## config.mk

```make
export PLATFORM = sky130hd
export DESIGN_NAME = ase_ctrl
export DESIGN_NICKNAME = d
export VERILOG_FILES = /design/src/rtl/ase_pkg.sv /design/src/rtl/ase_ctrl.sv
export SDC_FILE = /design/constraint.sdc
export NUM_CORES = 1
export LEC_CHECK = 0
export ABC_CLOCK_PERIOD_IN_PS = 1500
export BUFFER_PORTS_ARGS = -buffer_cell sky130_fd_sc_hd__clkbuf_2
export CAP_MARGIN = 20
export CELL_PAD_IN_SITES_DETAIL_PLACEMENT = 0
export CELL_PAD_IN_SITES_GLOBAL_PLACEMENT = 1
export CORE_ASPECT_RATIO = 0.9
export CORE_UTILIZATION = 36
export CTS_CLUSTER_DIAMETER = 150
export DETAILED_ROUTE_END_ITERATION = 6
export PLACE_DENSITY = 0.83
export REMOVE_ABC_BUFFERS = 1
export SYNTH_ARGS = -nofsm -noshare
export SYNTH_HDL_FRONTEND = slang
export SYNTH_SLANG_ARGS = --single-unit
```

## constraint.sdc

```tcl
create_clock -name clk -period 1.5 [get_ports clk]
set_input_delay 0.075 -clock clk [delete_from_list [all_inputs] [get_ports clk]]
set_output_delay 0.075 -clock clk [all_outputs]
set_load 0.005 [all_outputs]
```

## src/rtl/ase_pkg.sv

```systemverilog
`default_nettype none

package ase_pkg;

    localparam int unsigned WORD_W = 64;

    typedef logic signed [WORD_W-1:0] word_t;

    // One held or travelling element: valid flag plus signed value.
    typedef struct packed {
        logic  valid;
        word_t value;
    } slot_t;

    // Controller commands to the cell row.
    typedef struct packed {
        logic store_en;   // accepted word enters cell 0
        logic shift_en;   // row shifts one cell toward the output
    } ctrl_t;

    typedef enum logic [1:0] {
        ST_LOAD,
        ST_SETTLE,
        ST_DRAIN
    } state_t;

endpackage

`default_nettype wire

```

## src/rtl/ase_ctrl.sv

```systemverilog
`default_nettype none

// Run controller: element count, overflow flag, load / settle / drain.
module ase_ctrl
#(
    parameter int unsigned MAX_ITEMS = 64
)
(
    input  wire logic           clk,
    input  wire logic           rst_n,
    input  wire logic           in_valid,
    input  wire logic           last_item,
    input  wire logic           out_stall,
    input  wire logic           busy,
    output ase_pkg::ctrl_t      ctrl,
    output logic                in_stall,
    output logic                out_valid,
    output logic                last_result,
    output logic                dropped
);

    localparam int unsigned CNT_W = $clog2(MAX_ITEMS + 1);

    ase_pkg::state_t  state_reg;
    ase_pkg::state_t  state_next;
    logic [CNT_W-1:0] count_reg;
    logic [CNT_W-1:0] count_next;
    logic             ovf_reg;
    logic             ovf_next;
    logic             in_acc;
    logic             out_acc;
    logic             room;

    always_ff @(posedge clk or negedge rst_n)
    begin
        if (!rst_n)
        begin
            state_reg <= ase_pkg::ST_LOAD;
            count_reg <= '0;
            ovf_reg   <= 1'b0;
        end
        else
        begin
            state_reg <= state_next;
            count_reg <= count_next;
            ovf_reg   <= ovf_next;
        end
    end

    always_comb
    begin
        state_next  = state_reg;
        count_next  = count_reg;
        ovf_next    = ovf_reg;
        in_stall    = 1'b1;
        out_valid   = 1'b0;
        room        = (count_reg < CNT_W'(MAX_ITEMS));
        in_acc      = 1'b0;
        out_acc     = 1'b0;
        unique case (state_reg)
            ase_pkg::ST_LOAD:
            begin
                in_stall = 1'b0;
                in_acc   = in_valid;
                if (in_acc)
                begin
                    if (room)
                    begin
                        count_next = count_reg + CNT_W'(1);
                    end
                    else
                    begin
                        ovf_next = 1'b1;
                    end
                    if (last_item)
                    begin
                        state_next = ase_pkg::ST_SETTLE;
                    end
                end
            end
            ase_pkg::ST_SETTLE:
            begin
                if (!busy)
                begin
                    state_next = ase_pkg::ST_DRAIN;
                end
            end
            ase_pkg::ST_DRAIN:
            begin
                out_valid = 1'b1;
                out_acc   = !out_stall;
                if (out_acc)
                begin
                    count_next = count_reg - CNT_W'(1);
                    if (count_reg == CNT_W'(1))
                    begin
                        ovf_next   = 1'b0;
                        state_next = ase_pkg::ST_LOAD;
                    end
                end
            end
            default:
            begin
                state_next = ase_pkg::ST_LOAD;
            end
        endcase
        ctrl.store_en = in_acc & room;
        ctrl.shift_en = out_acc;
    end

    assign last_result = (count_reg == CNT_W'(1));
    assign dropped     = ovf_reg;

    a_count_bound: assert property (@(posedge clk) disable iff (!rst_n)
        count_reg <= CNT_W'(MAX_ITEMS))
        else $error("element count above capacity");

    a_drain_settled: assert property (@(posedge clk) disable iff (!rst_n)
        (state_reg == ase_pkg::ST_DRAIN) |-> !busy)
        else $error("drain started with words still moving in the row");

    a_drain_nonempty: assert property (@(posedge clk) disable iff (!rst_n)
        (state_reg == ase_pkg::ST_DRAIN) |-> (count_reg != '0))
        else $error("drain with empty store");

    a_run_closes: assert property (@(posedge clk) disable iff (!rst_n)
        (out_acc && last_result) |=> (state_reg == ase_pkg::ST_LOAD)
            && (count_reg == '0) && !ovf_reg)
        else $error("run not closed after final word");

    a_overflow_full: assert property (@(posedge clk) disable iff (!rst_n)
        $rose(ovf_reg) |-> (count_reg == CNT_W'(MAX_ITEMS)))
        else $error("overflow flagged before store full");

endmodule

`default_nettype wire

```

==> impl_results.md <==
- Area growth syn-to-layout: 25.72%
- Chip height: 42.37 um
- Async S/R FF share, synth: between 90% and 100%
- Gate Count Post-Synth: 68
- Ys Warns: 0
- Final max-slew violation count: 0
- Post-synthesis sequential area ratio: approximately two fifths
- Placer Congestion: approximately 0.77
- Max Cap Viol: 0
- #FFs+latches synth: 10
- Initial Utilization: 38.76%
- Status: finished, final reports clean
- Synth cell types: 32
- CTS Root Cell: clkbuf_4
- Global-route usage over all layers: 16.67%
- Clock sink count: 10
- Vias per cell: between 5 and 6
- CP Class: flip-flop to flip-flop
- R2r startpoint: count_reg[1]
- Tot Pwr: 1591 uW
- Inserted Diodes: 0
- Die width: 46.86 um
- Yosys top cell area share: between 30% and 40%
- Iter 0 DRT Violations: 5
- Startpoint Class: flip-flop
- Antenna violations before repair: 0
- First-pass GRT wire length: between 2000 and 2500 um
- Layout cells sized above 1: 37.93%
- Drt wl/cell: 12.92 um
- GRT overflow: 0
- I/O pin cnt: 12
- Cell Area, Synth: 651.9 um^2
- CTS tree: yes
- CP max FO: 3
- Reg2reg end: count_reg[5]
- Pre-CTS setup slack: about 0.064 ns
- Power density over cell area: 1941 nW/um^2
- CTS H-tree depth: 1
- EDFF count, synth: 0
- Worst skew pair latency: 0.27 ns
- Post-synth top cells: dfrtp_1 (10), xnor2_1 (7)
- Finished Core Util: 48.74%
- Flop2flop setup slack: 0.04 ns
- Leak Pwr: around 0.00035 uW
- # setup viols final: 0
- DRC: 0
- TritonRoute pass-1 iters: 4
- Max Freq: around 0.7 GHz
- CTS buffer count: 3
- Setup Skew: ~0.0063 ns
- Start point of the worst min-delay path: busy
- Synth Area in Adders: 5.758%
- Most frequent cell after synthesis: dfrtp_1
- Clock buffer depth: 2
- Hold Path End: state_reg[0]
- Worst relative slew slack: 77.45%
- Main synth FF type: dfrtp_1
- Slack of the critical path: 0.03739 ns
- Compound-gate portion of the synthesized area: 13.44%
- Placement Rows: 14
- Synth Area in XOR/XNOR: 9.405%
- Core Box Area: 1682 um^2
- Fin nets: a little under 100
- Setup crit end kind: flip-flop
- Post-route ant nets: 0
- Max reg flops: 7
- Area share of and/or/nand/nor cells after synthesis: 26.68%
- Largest net degree at the start of global routing: 11
- CP arrival: 1.63 ns
- Req. time, crit path: approximately 1.7 ns
- Maximum vdd drop: about 0.66 mV
- Worst Reg2Reg Path Length in Cells: 4
- DP HPWL: 1039 um
- Clock-pin slew on the worst setup and hold paths: 0.07 ns
- Hold Path Stages: 3
- Overall routed net length: 1434 um
- Port-buffer cells: 11
- Full die area: ~2000 um^2
- Area contributors post-synth: dfrtp_1 (38%), xnor2_1 (9.4%), ha_1 (5.8%)
- Multiplexer share of the synthesized area: 0%
- Vias in the first global route: 517
- Period minus WS final: 1.463 ns
- Worst min path class: primary input to flip-flop
- Pin slew with the least headroom to its limit: 0.3336 ns
- Combinational family with the most area after synthesis: simple AND/OR/NAND/NOR gates
- Syn Area/Cell: 9.586 um^2
- Via count: 560
- Final Hold Viols: 0
- Tcrit/Tclk final: a little over nine tenths
- Largest area contributor in the synthesized netlist: dfrtp_1
-- cell type report --
class | instances | area, um^2
tap | 24 | 30.03
timing repair buffer | 19 | 117.6
clock buffer | 3 | 22.52
inverter | 5 | 18.77
fill | 167 | 862.1
multi-input combinational | 50 | 379.1
sequential | 10 | 251.5
-- timing repair --
| action | CTS | global route |
|---|---|---|
| hold buffers | 1 | 0 |
| hold endpoints to repair | 10 | 0 |
| setup buffers | 0 | 1 |
| setup endpoints to repair | 0 | 4 |
| resized for setup | 0 | 5 |
-- logic make-up after synthesis --
group,after synthesis
AOI/OAI and AO/OA,12
buffers and inverters,8
DFF,10
xor gates and xnor gates,7
and+or+nand+nor,28
adders and majority gates,3
-- power by group --
part / switching (uW) / total (uW) / internal, uW
Clock: 102 / 195 / 93.0
Combinational: 420 / 845 / 425
Sequential: 151 / 551 / 400
Total: 673 / 1590 / 918
-- worst max-delay path by stage --
stage / start / endpoint / slack (ns) / cells after the start
after floorplan: state_reg[0] / count_reg[4] / 0.11 / 4
after global placement: state_reg[1] / count_reg[4] / 0.05 / 4
after detailed placement: state_reg[1] / count_reg[4] / 0.06 / 4
after CTS: state_reg[1] / count_reg[4] / 0.05 / 4
after global routing: count_reg[4] / count_reg[5] / -0.02 / 4
final: count_reg[1] / count_reg[5] / 0.04 / 4
-- worst max-delay path: stages, from the launching register on --
cell and delay (ns):
dfrtp_1 0.41, or4_4 0.56, nor3_4 0.18, o21ai_2 0.07, xnor2_1 0.13
-- stage by stage --
step / hold slack [ns] / TNS, ns / cell area [um^2] / instances
finish: 0.07249 / 0 / 819.5 / 111
global route: 0.1098 / -0.01898 / 819.5 / 111
CTS: 0.07468 / 0 / 792.0 / 110
detailed placement: -0.03612 / 0 / 759.5 / 106
global placement: -0.03990 / 0 / 759.5 / 106
floorplan: -0.2206 / 0 / 629.4 / 65
-- cell usage in the layout (no fill, tap or decap), types with 2 or more instances in the layout --
master     n
inv_1      4
dfrtp_1    9
clkbuf_4   3
buf_4      7
nand2_1    4
ha_1       3
o21ai_2    3
a21oi_1    2
nor2_1     4
nand3_1    2
nor3_1     4
xnor2_1    7
or2b_1     2
o21ai_0    2
clkbuf_2  11
-- metal layers --
| layer | vias to the layer above | GRT usage, % | share of wire (%) |
|---|---|---|---|
| met5 | - | 0 | 0 |
| met4 | 0 | 12.00 | 3.1 |
| met3 | 5 | 2.586 | 3.1 |
| met2 | 13 | 25.83 | 49 |
| met1 | 268 | 20.16 | 45 |
| li1 | 274 | - | - |
No activity file was read; power rests on OpenSTA's default activity.
