==> config.mk <==
export PLATFORM = sky130hd
export DESIGN_NAME = ase_cell
export DESIGN_NICKNAME = d
export VERILOG_FILES = /design/src/rtl/ase_pkg.sv /design/src/rtl/ase_cell.sv
export SDC_FILE = /design/constraint.sdc
export NUM_CORES = 1
export LEC_CHECK = 0
export BUFFER_PORTS_ARGS = -buffer_cell sky130_fd_sc_hd__buf_4
export CAP_MARGIN = 10
export CORE_MARGIN = 1.5
export CORE_UTILIZATION = 51
export CTS_BUF_LIST = sky130_fd_sc_hd__clkbuf_8
export DETAILED_ROUTE_END_ITERATION = 12
export PLACE_DENSITY = 0.93
export SYNTH_ARGS = -nofsm -noshare
export SYNTH_HDL_FRONTEND = slang
export SYNTH_SLANG_ARGS = --single-unit
==> constraint.sdc <==
create_clock -name clk -period 4.5 [get_ports clk]
set_input_delay 0.9 -clock clk [delete_from_list [all_inputs] [get_ports clk]]
set_output_delay 0.9 -clock clk [all_outputs]
set_load 0.005 [all_outputs]
==> src/rtl/ase_pkg.sv <==
`default_nettype none

package ase_pkg;

    localparam int unsigned WORD_W = 64;

    typedef logic signed [WORD_W-1:0] word_t;

    // One held or travelling element: valid flag plus signed value.
    typedef struct packed {
        logic  valid;
        word_t value;
    } slot_t;

    // Controller commands to the cell row.
    typedef struct packed {
        logic store_en;   // accepted word enters cell 0
        logic shift_en;   // row shifts one cell toward the output
    } ctrl_t;

    typedef enum logic [1:0] {
        ST_LOAD,
        ST_SETTLE,
        ST_DRAIN
    } state_t;

endpackage

`default_nettype wire

==> src/rtl/ase_cell.sv <==
`default_nettype none

// One sorting cell: keeps the smaller of its held word and the incoming
// word, passes the larger to the next cell. On shift, takes the neighbor's word.
module ase_cell
(
    input  wire logic            clk,
    input  wire logic            rst_n,
    input  wire logic            shift_en,
    input  wire ase_pkg::slot_t  carry_in,
    input  wire ase_pkg::slot_t  next_slot,
    output ase_pkg::slot_t       slot,
    output ase_pkg::slot_t       carry_out
);

    logic            valid_reg;
    logic            valid_next;
    ase_pkg::word_t  value_reg;
    ase_pkg::word_t  value_next;
    logic            cvalid_reg;
    logic            cvalid_next;
    ase_pkg::word_t  cvalue_reg;
    ase_pkg::word_t  cvalue_next;

    always_comb
    begin
        valid_next  = valid_reg;
        value_next  = value_reg;
        cvalid_next = 1'b0;
        cvalue_next = carry_in.value;
        if (shift_en)
        begin
            valid_next = next_slot.valid;
            value_next = next_slot.value;
        end
        else if (carry_in.valid)
        begin
            if (!valid_reg)
            begin
                valid_next = 1'b1;
                value_next = carry_in.value;
            end
            else if ($signed(carry_in.value) < $signed(value_reg))
            begin
                value_next  = carry_in.value;
                cvalid_next = 1'b1;
                cvalue_next = value_reg;
            end
            else
            begin
                cvalid_next = 1'b1;
            end
        end
    end

    always_ff @(posedge clk or negedge rst_n)
    begin
        if (!rst_n)
        begin
            valid_reg  <= 1'b0;
            cvalid_reg <= 1'b0;
        end
        else
        begin
            valid_reg  <= valid_next;
            cvalid_reg <= cvalid_next;
        end
    end

    always_ff @(posedge clk)
    begin
        value_reg  <= value_next;
        cvalue_reg <= cvalue_next;
    end

    assign slot.valid      = valid_reg;
    assign slot.value      = value_reg;
    assign carry_out.valid = cvalid_reg;
    assign carry_out.value = cvalue_reg;

endmodule

`default_nettype wire

==> results.tsv, run 1 <==
metric	value	unit
status	finished clean	
IO Count	263	
slack of the worst reg-to-reg path	1.27	ns
HPWL after DPL	14.0	mm
GPL Wtd Cong	0.816	
# Max-Cap Violations	0	
number of failing hold endpoints at the final stage	0	
CP Launch Type	primary input	
reg2reg end	value_reg[44]$_DFFE_PP_	
CTS Buf Count	17	
Finished Layout Cells	968	
Post-CTS Setup Bufs	0	
Required @ worst endpoint	4.65	ns
Critical Path Fanout Max	35	
PortBufs	262	
H-tree depth	4	
ranking of synthesized cells by area	edfxtp_1, dfxtp_1, mux2_4	
final worst setup slack	1.12	ns
Mapped Nets	711	
placed cells	936	
Synth top area share	28.4	%
Chip Width	118	um
Ys Warns	0	
CTS tree	built	
# fillers	840	
Post-Syn Area	6760	um^2
Post-synth EDFFs	64	
VDD IR max	0.000207	V
Area after DPL	8830	um^2
Arr. time, crit path	3.53	ns
ANT cells	0	
total of cells resized after clock tree synthesis	0	
worst slew pin tran	0.938	ns
Pins Over Slew Limit	0	
WL final	17.9	mm
die footprint	13900	um^2
Critical Path, Cell by Cell	buf_4 > ha_1 > a211oi_1 > o21bai_1 > a211oi_1 > o21ai_0 > a41oi_1 > nand3_1 > nand3_1 > a21o_4 > buf_12	
clk_lat worst skew	0.45	ns
part of the power in combinational logic	21.9	%
unrepaired setup endpoints after global routing	false	
skew final	0.0104	ns
highest-delay cell along the critical path	a21o_4	
switching pwr	0.000829	W
sequential share of the synthesized area	48.1	%
leakage power	4.47	nW
Commonest cells post-synth	inv_1, mux2_2, dfxtp_1, edfxtp_1, ha_1	
drt first pass iters	4	
global-route wire length before repair	28.3	mm
final instance area	9260	um^2
ys flop type	edfxtp_1	
NumNets Final	979	
initial antenna violation count	0	
grt total ovfl	0	
antenna-violating nets left	0	
internal cell power	0.00240	W
routed length per instance	18.5	um
worst r2r src	value_reg[13]$_DFFE_PP_	
hold_buf cts	0	
via count	5062	
fmax	296	MHz
Yosys reg bits	130	
most common cell in the synthesized netlist	inv_1	
Switching Share	25.7	%
Synth-to-Final Area Change	37.0	%
FP Rows	41	
sequential power share	44.7	%
fin crit share	75.2	%
Reg2Reg Depth	11	
routed vias/inst	5.23	
# DRC	0	
vias in the first global route	5657	
Distinct cells, synth	34	
cell taking the most area after synthesis	edfxtp_1	
core area	12800	um^2
Initial Util	52.9	%
Starting DRT DRC Count	243	
Clk pwr share	33.4	%
Max clock buf depth	2	
hold crit path type	primary input to asynchronous set/reset pin	
Pwr Density	349	nW/um^2
Setup CP Type	primary input to register	
Worst Setup End Kind	register	
Sink Count	130	
All-Layer GR Usage	26.0	%
final core occ	72.5	%
worst slack, placed	0.608	ns
asr flop ratio synth	1.54	%
Mapped Avg Cell Area	13.1	um^2
Syn Inst Count	515	
largest net degree at the start of global routing	69	
Clock Root Buffer	clkbuf_8	
setup TNS	0	ns
fraction of layout cells with a size suffix above 1	53.6	%
Tmin final	3.38	ns
Die H	118	um
Worst slew margin	37.5	%
CP max stage delay	0.46	ns
endpoints failing setup	0	
clock-pin slew on the worst setup and hold paths	0.07	ns
## worst max-delay path by stage
| stage | start | cells past startpoint | end |
|---|---|---|---|
| 3_5_place_dp | carry_in[63] | 11 | value_reg[50]$_DFFE_PP_ |
| 6_report | carry_in[13] | 11 | value_reg[44]$_DFFE_PP_ |
| 2_1_floorplan | carry_in[63] | 9 | value_reg[0]$_DFFE_PP_ |
| 5_1_grt | carry_in[46] | 11 | value_reg[39]$_DFFE_PP_ |
| 4_1_cts | carry_in[13] | 11 | value_reg[51]$_DFFE_PP_ |
| 3_3_place_gp | carry_in[63] | 11 | value_reg[51]$_DFFE_PP_ |
## cell families after synthesis
family	count (synthesis)	share of synthesized area (%)
DFF	130	48.1
muxes	128	24.7
buffers and inverters	86	6.44
adders and majority gates	63	11.7
AOI/OAI and AO/OA	54	4.76
and+or+nand+nor	54	4.31
## critical path, delay by kind of cell
family          cells  cell delay [ns]
buf+inv             2             0.38
simple gates        2             0.32
compound gates      6             1.59
fa+ha+maj           1             0.31
## per-stage QoR
step	hold slack, ns	total power [W]
2_1_floorplan	0.516	0.00180
3_3_place_gp	0.516	0.00213
3_5_place_dp	0.523	0.00218
4_1_cts	0.199	0.00325
5_1_grt	0.206	0.00336
6_report	0.227	0.00323
## power groups by stage
stage	Sequential [W]	Clock, W	Combinational (W)
2_1_floorplan	0.00146	0	0.000333
3_3_place_gp	0.00146	0	0.000670
3_5_place_dp	0.00147	0	0.000709
4_1_cts	0.00144	0.00109	0.000713
5_1_grt	0.00145	0.00113	0.000771
6_report	0.00144	0.00108	0.000708
## layer usage
| metal | vias to the layer above | routed length [um] | global-route usage [%] |
|---|---|---|---|
| met5 | - | 0 | 0 |
| li1 | 2385 | - | - |
| met2 | 223 | 9330 | 47.6 |
| met1 | 2398 | 6630 | 26.6 |
| met3 | 56 | 1260 | 7.80 |
| met4 | 0 | 663 | 13.2 |
## area by class of cell
type                       instances  area (um^2)  area share, %
inverter                          69          259           2.80
timing repair buffer             266         2020           21.8
tap                              172          215           2.32
clock buffer                      19          262           2.82
multi-input combinational        299         3080           33.3
sequential                       130         3250           35.1
clock inverter                    13          165           1.78
## layout by cell type, fill, tap and decap left out
master / instances
nor3_1: 3
nand3_1: 8
buf_12: 2
a21boi_4: 1
and3_1: 1
o21ai_0: 12
nand2_1: 21
ha_1: 63
nand2b_1: 1
a21o_1: 1
a21o_4: 1
o31ai_1: 2
dfrtp_1: 2
a221oi_1: 5
a41oi_1: 1
clkbuf_8: 19
o21bai_1: 1
dfxtp_1: 64
clkinvlp_4: 2
and4_1: 2
clkinv_2: 3
inv_1: 70
clkinv_1: 3
nor2_1: 5
edfxtp_1: 64
mux2_2: 68
mux2_4: 60
bufinv_16: 4
nor4_4: 1
a211o_1: 1
buf_4: 264
a211oi_1: 2
a21oi_1: 26
nor4_2: 1
o22ai_1: 1
nand4_1: 10
nand4_2: 1
Note: power is estimated with default switching activity, not from simulation.
==> run 2, diff against run 1 <==
- CORE_UTILIZATION: 51 -> 46
- PLACE_DENSITY: 0.93 -> 0.89
- clock period: 4.5 -> 2.9 ns (I/O delays scaled with it)
==> results.tsv, run 2 (synthesis gave the netlist of run 1 again) <==
metric	value	unit	change
final worst setup slack	-0.0230	ns	-1.14 ns
fmax	342	MHz	
ANT cells	0		unchanged
leakage power	5.03	nW	+13%
# fillers	977		+16%
hold crit path type	primary input to register		
Sink Count	130		unchanged
initial antenna violation count	0		unchanged
CTS Buf Count	17		unchanged
fin crit share	101	%	
GPL Wtd Cong	0.838		+2.7%
CP Launch Type	register		
endpoints failing setup	35		+35
Critical Path Fanout Max	12		-66%
All-Layer GR Usage	23.4	%	-2.6 points
NumNets Final	1082		+11%
worst slew pin tran	0.376	ns	-0.561 ns
grt total ovfl	0		unchanged
global-route wire length before repair	26.9	mm	-4.6%
skew final	0.0122	ns	+0.00179 ns
final core occ	71.6	%	-0.87 points
IO Count	263		unchanged
final hold slack	0.353	ns	+0.126 ns
FP Rows	44		+7.3%
Required @ worst endpoint	3.23	ns	-1.42 ns
# DRC	0		unchanged
Chip Width	124	um	+5.2%
number of failing hold endpoints at the final stage	0		unchanged
VDD IR max	0.000282	V	+36%
Area after DPL	9580	um^2	+8.5%
fraction of layout cells with a size suffix above 1	61.8	%	+8.2 points
Setup CP Type	register to register		
antenna-violating nets left	0		unchanged
vias in the first global route	5596		-1.1%
drt first pass iters	4		unchanged
failing checks	negative setup slack		
routed length per instance	17.7	um	-3.9%
final instance area	10300	um^2	+12%
WL final	19.2	mm	+7.5%
H-tree depth	4		unchanged
HPWL after DPL	14.5	mm	+3.9%
largest net degree at the start of global routing	26		-62%
Arr. time, crit path	3.25	ns	-0.28 ns
Starting DRT DRC Count	225		-7.4%
clk_lat worst skew	0.44	ns	about the same
Worst Setup End Kind	register		
via count	5471		+8.1%
Initial Util	46.8	%	-6.1 points
commonest non-fill, non-tap cells in the layout	buf_4, inv_1, mux2_2		
Synth-to-Final Area Change	52.9	%	
Max clock buf depth	2		unchanged
Pins Over Slew Limit	0		unchanged
die footprint	15400	um^2	+11%
PortBufs	262		unchanged
status	finished with violations		
unrepaired setup endpoints after global routing	true		
clock-pin slew on the worst setup and hold paths	0.07	ns	about the same
Clock Root Buffer	clkbuf_8		
Pwr Density	493	nW/um^2	+41%
CTS tree	built		
Die H	124	um	+5.2%
commonest non-fill, non-tap cell in the layout	buf_4		
Tmin final	2.92	ns	
core area	14400	um^2	+13%
# Max-Cap Violations	0		unchanged
routed vias/inst	5.05		-3.4%
Worst slew margin	74.6	%	+37 points
-- run 2: final timing paths --
path | start | end | slack [ns] | depth (start not counted)
max | value_reg[54]$_DFFE_PP_ | cvalue_reg[24]$_DFF_P_ | -0.02 | 12
min | next_slot[64] | valid_reg$_DFFE_PN0P_ | 0.35 | 3
max reg2reg | value_reg[54]$_DFFE_PP_ | cvalue_reg[24]$_DFF_P_ | -0.02 | 12
min reg2reg | value_reg[27]$_DFFE_PP_ | cvalue_reg[27]$_DFF_P_ | 0.54 | 1
max in group asynchronous | rst_n | cvalid_reg$_DFF_PN0_ | 2.32 | 2
min in group asynchronous | rst_n | valid_reg$_DFFE_PN0P_ | 0.49 | 2
-- run 2: critical path, stage by stage (launching register included) --
cell and delay [ns]:
edfxtp_1 0.38, inv_1 0.08, ha_4 0.27, nand4_1 0.19
nor4_4 0.44, buf_4 0.20, a21oi_2 0.06, buf_4 0.15
a21o_1 0.19, a21boi_4 0.20, buf_12 0.17, buf_12 0.17
mux2_4 0.31
-- run 2: timing repair --
item | CTS | global route
pin swaps | 7 | 15
buffers inserted | 0 | 15
gates resized for setup | 7 | 32
gates cloned | 0 | 1
endpoints found under the hold margin | 2 | 0
hold buffers | 1 | 0
endpoints found under the setup margin | 125 | 127
-- run 2: metal layers --
metal / track usage [%] / share of wire, % / routed length [um]
met1: 24.7 / 38 / 7230
met2: 42.3 / 52 / 9940
met3: 7.55 / 7.8 / 1490
met4: 10.2 / 2.8 / 547
met5: 0 / 0 / 0
-- run 2: stage by stage --
stage          setup WS (ns)  power (W)  cells   TNS, ns
2_1_floorplan         0.0146    0.00279    515         0
3_3_place_gp          -0.287    0.00346   1034    -31.92
3_5_place_dp          -0.427    0.00351   1034    -46.78
4_1_cts             -0.00848    0.00503   1067  -0.00848
5_1_grt               -0.157    0.00534   1083    -10.16
6_report             -0.0230    0.00509   1083    -0.298
-- run 2: layout make-up --
type | count | area (um^2) | area share, %
clock inverter | 12 | 103 | 0.993
multi-input combinational | 299 | 3290 | 31.9
sequential | 130 | 3250 | 31.5
inverter | 69 | 259 | 2.51
tap | 184 | 230 | 2.23
timing repair buffer | 369 | 2920 | 28.2
clock buffer | 20 | 275 | 2.66
-- run 2: where the power goes --
part           switching (W)  internal [W]  total [W]
clock network       0.000697      0.000808    0.00150
logic               0.000552      0.000808    0.00136
registers          0.0000945       0.00213    0.00222
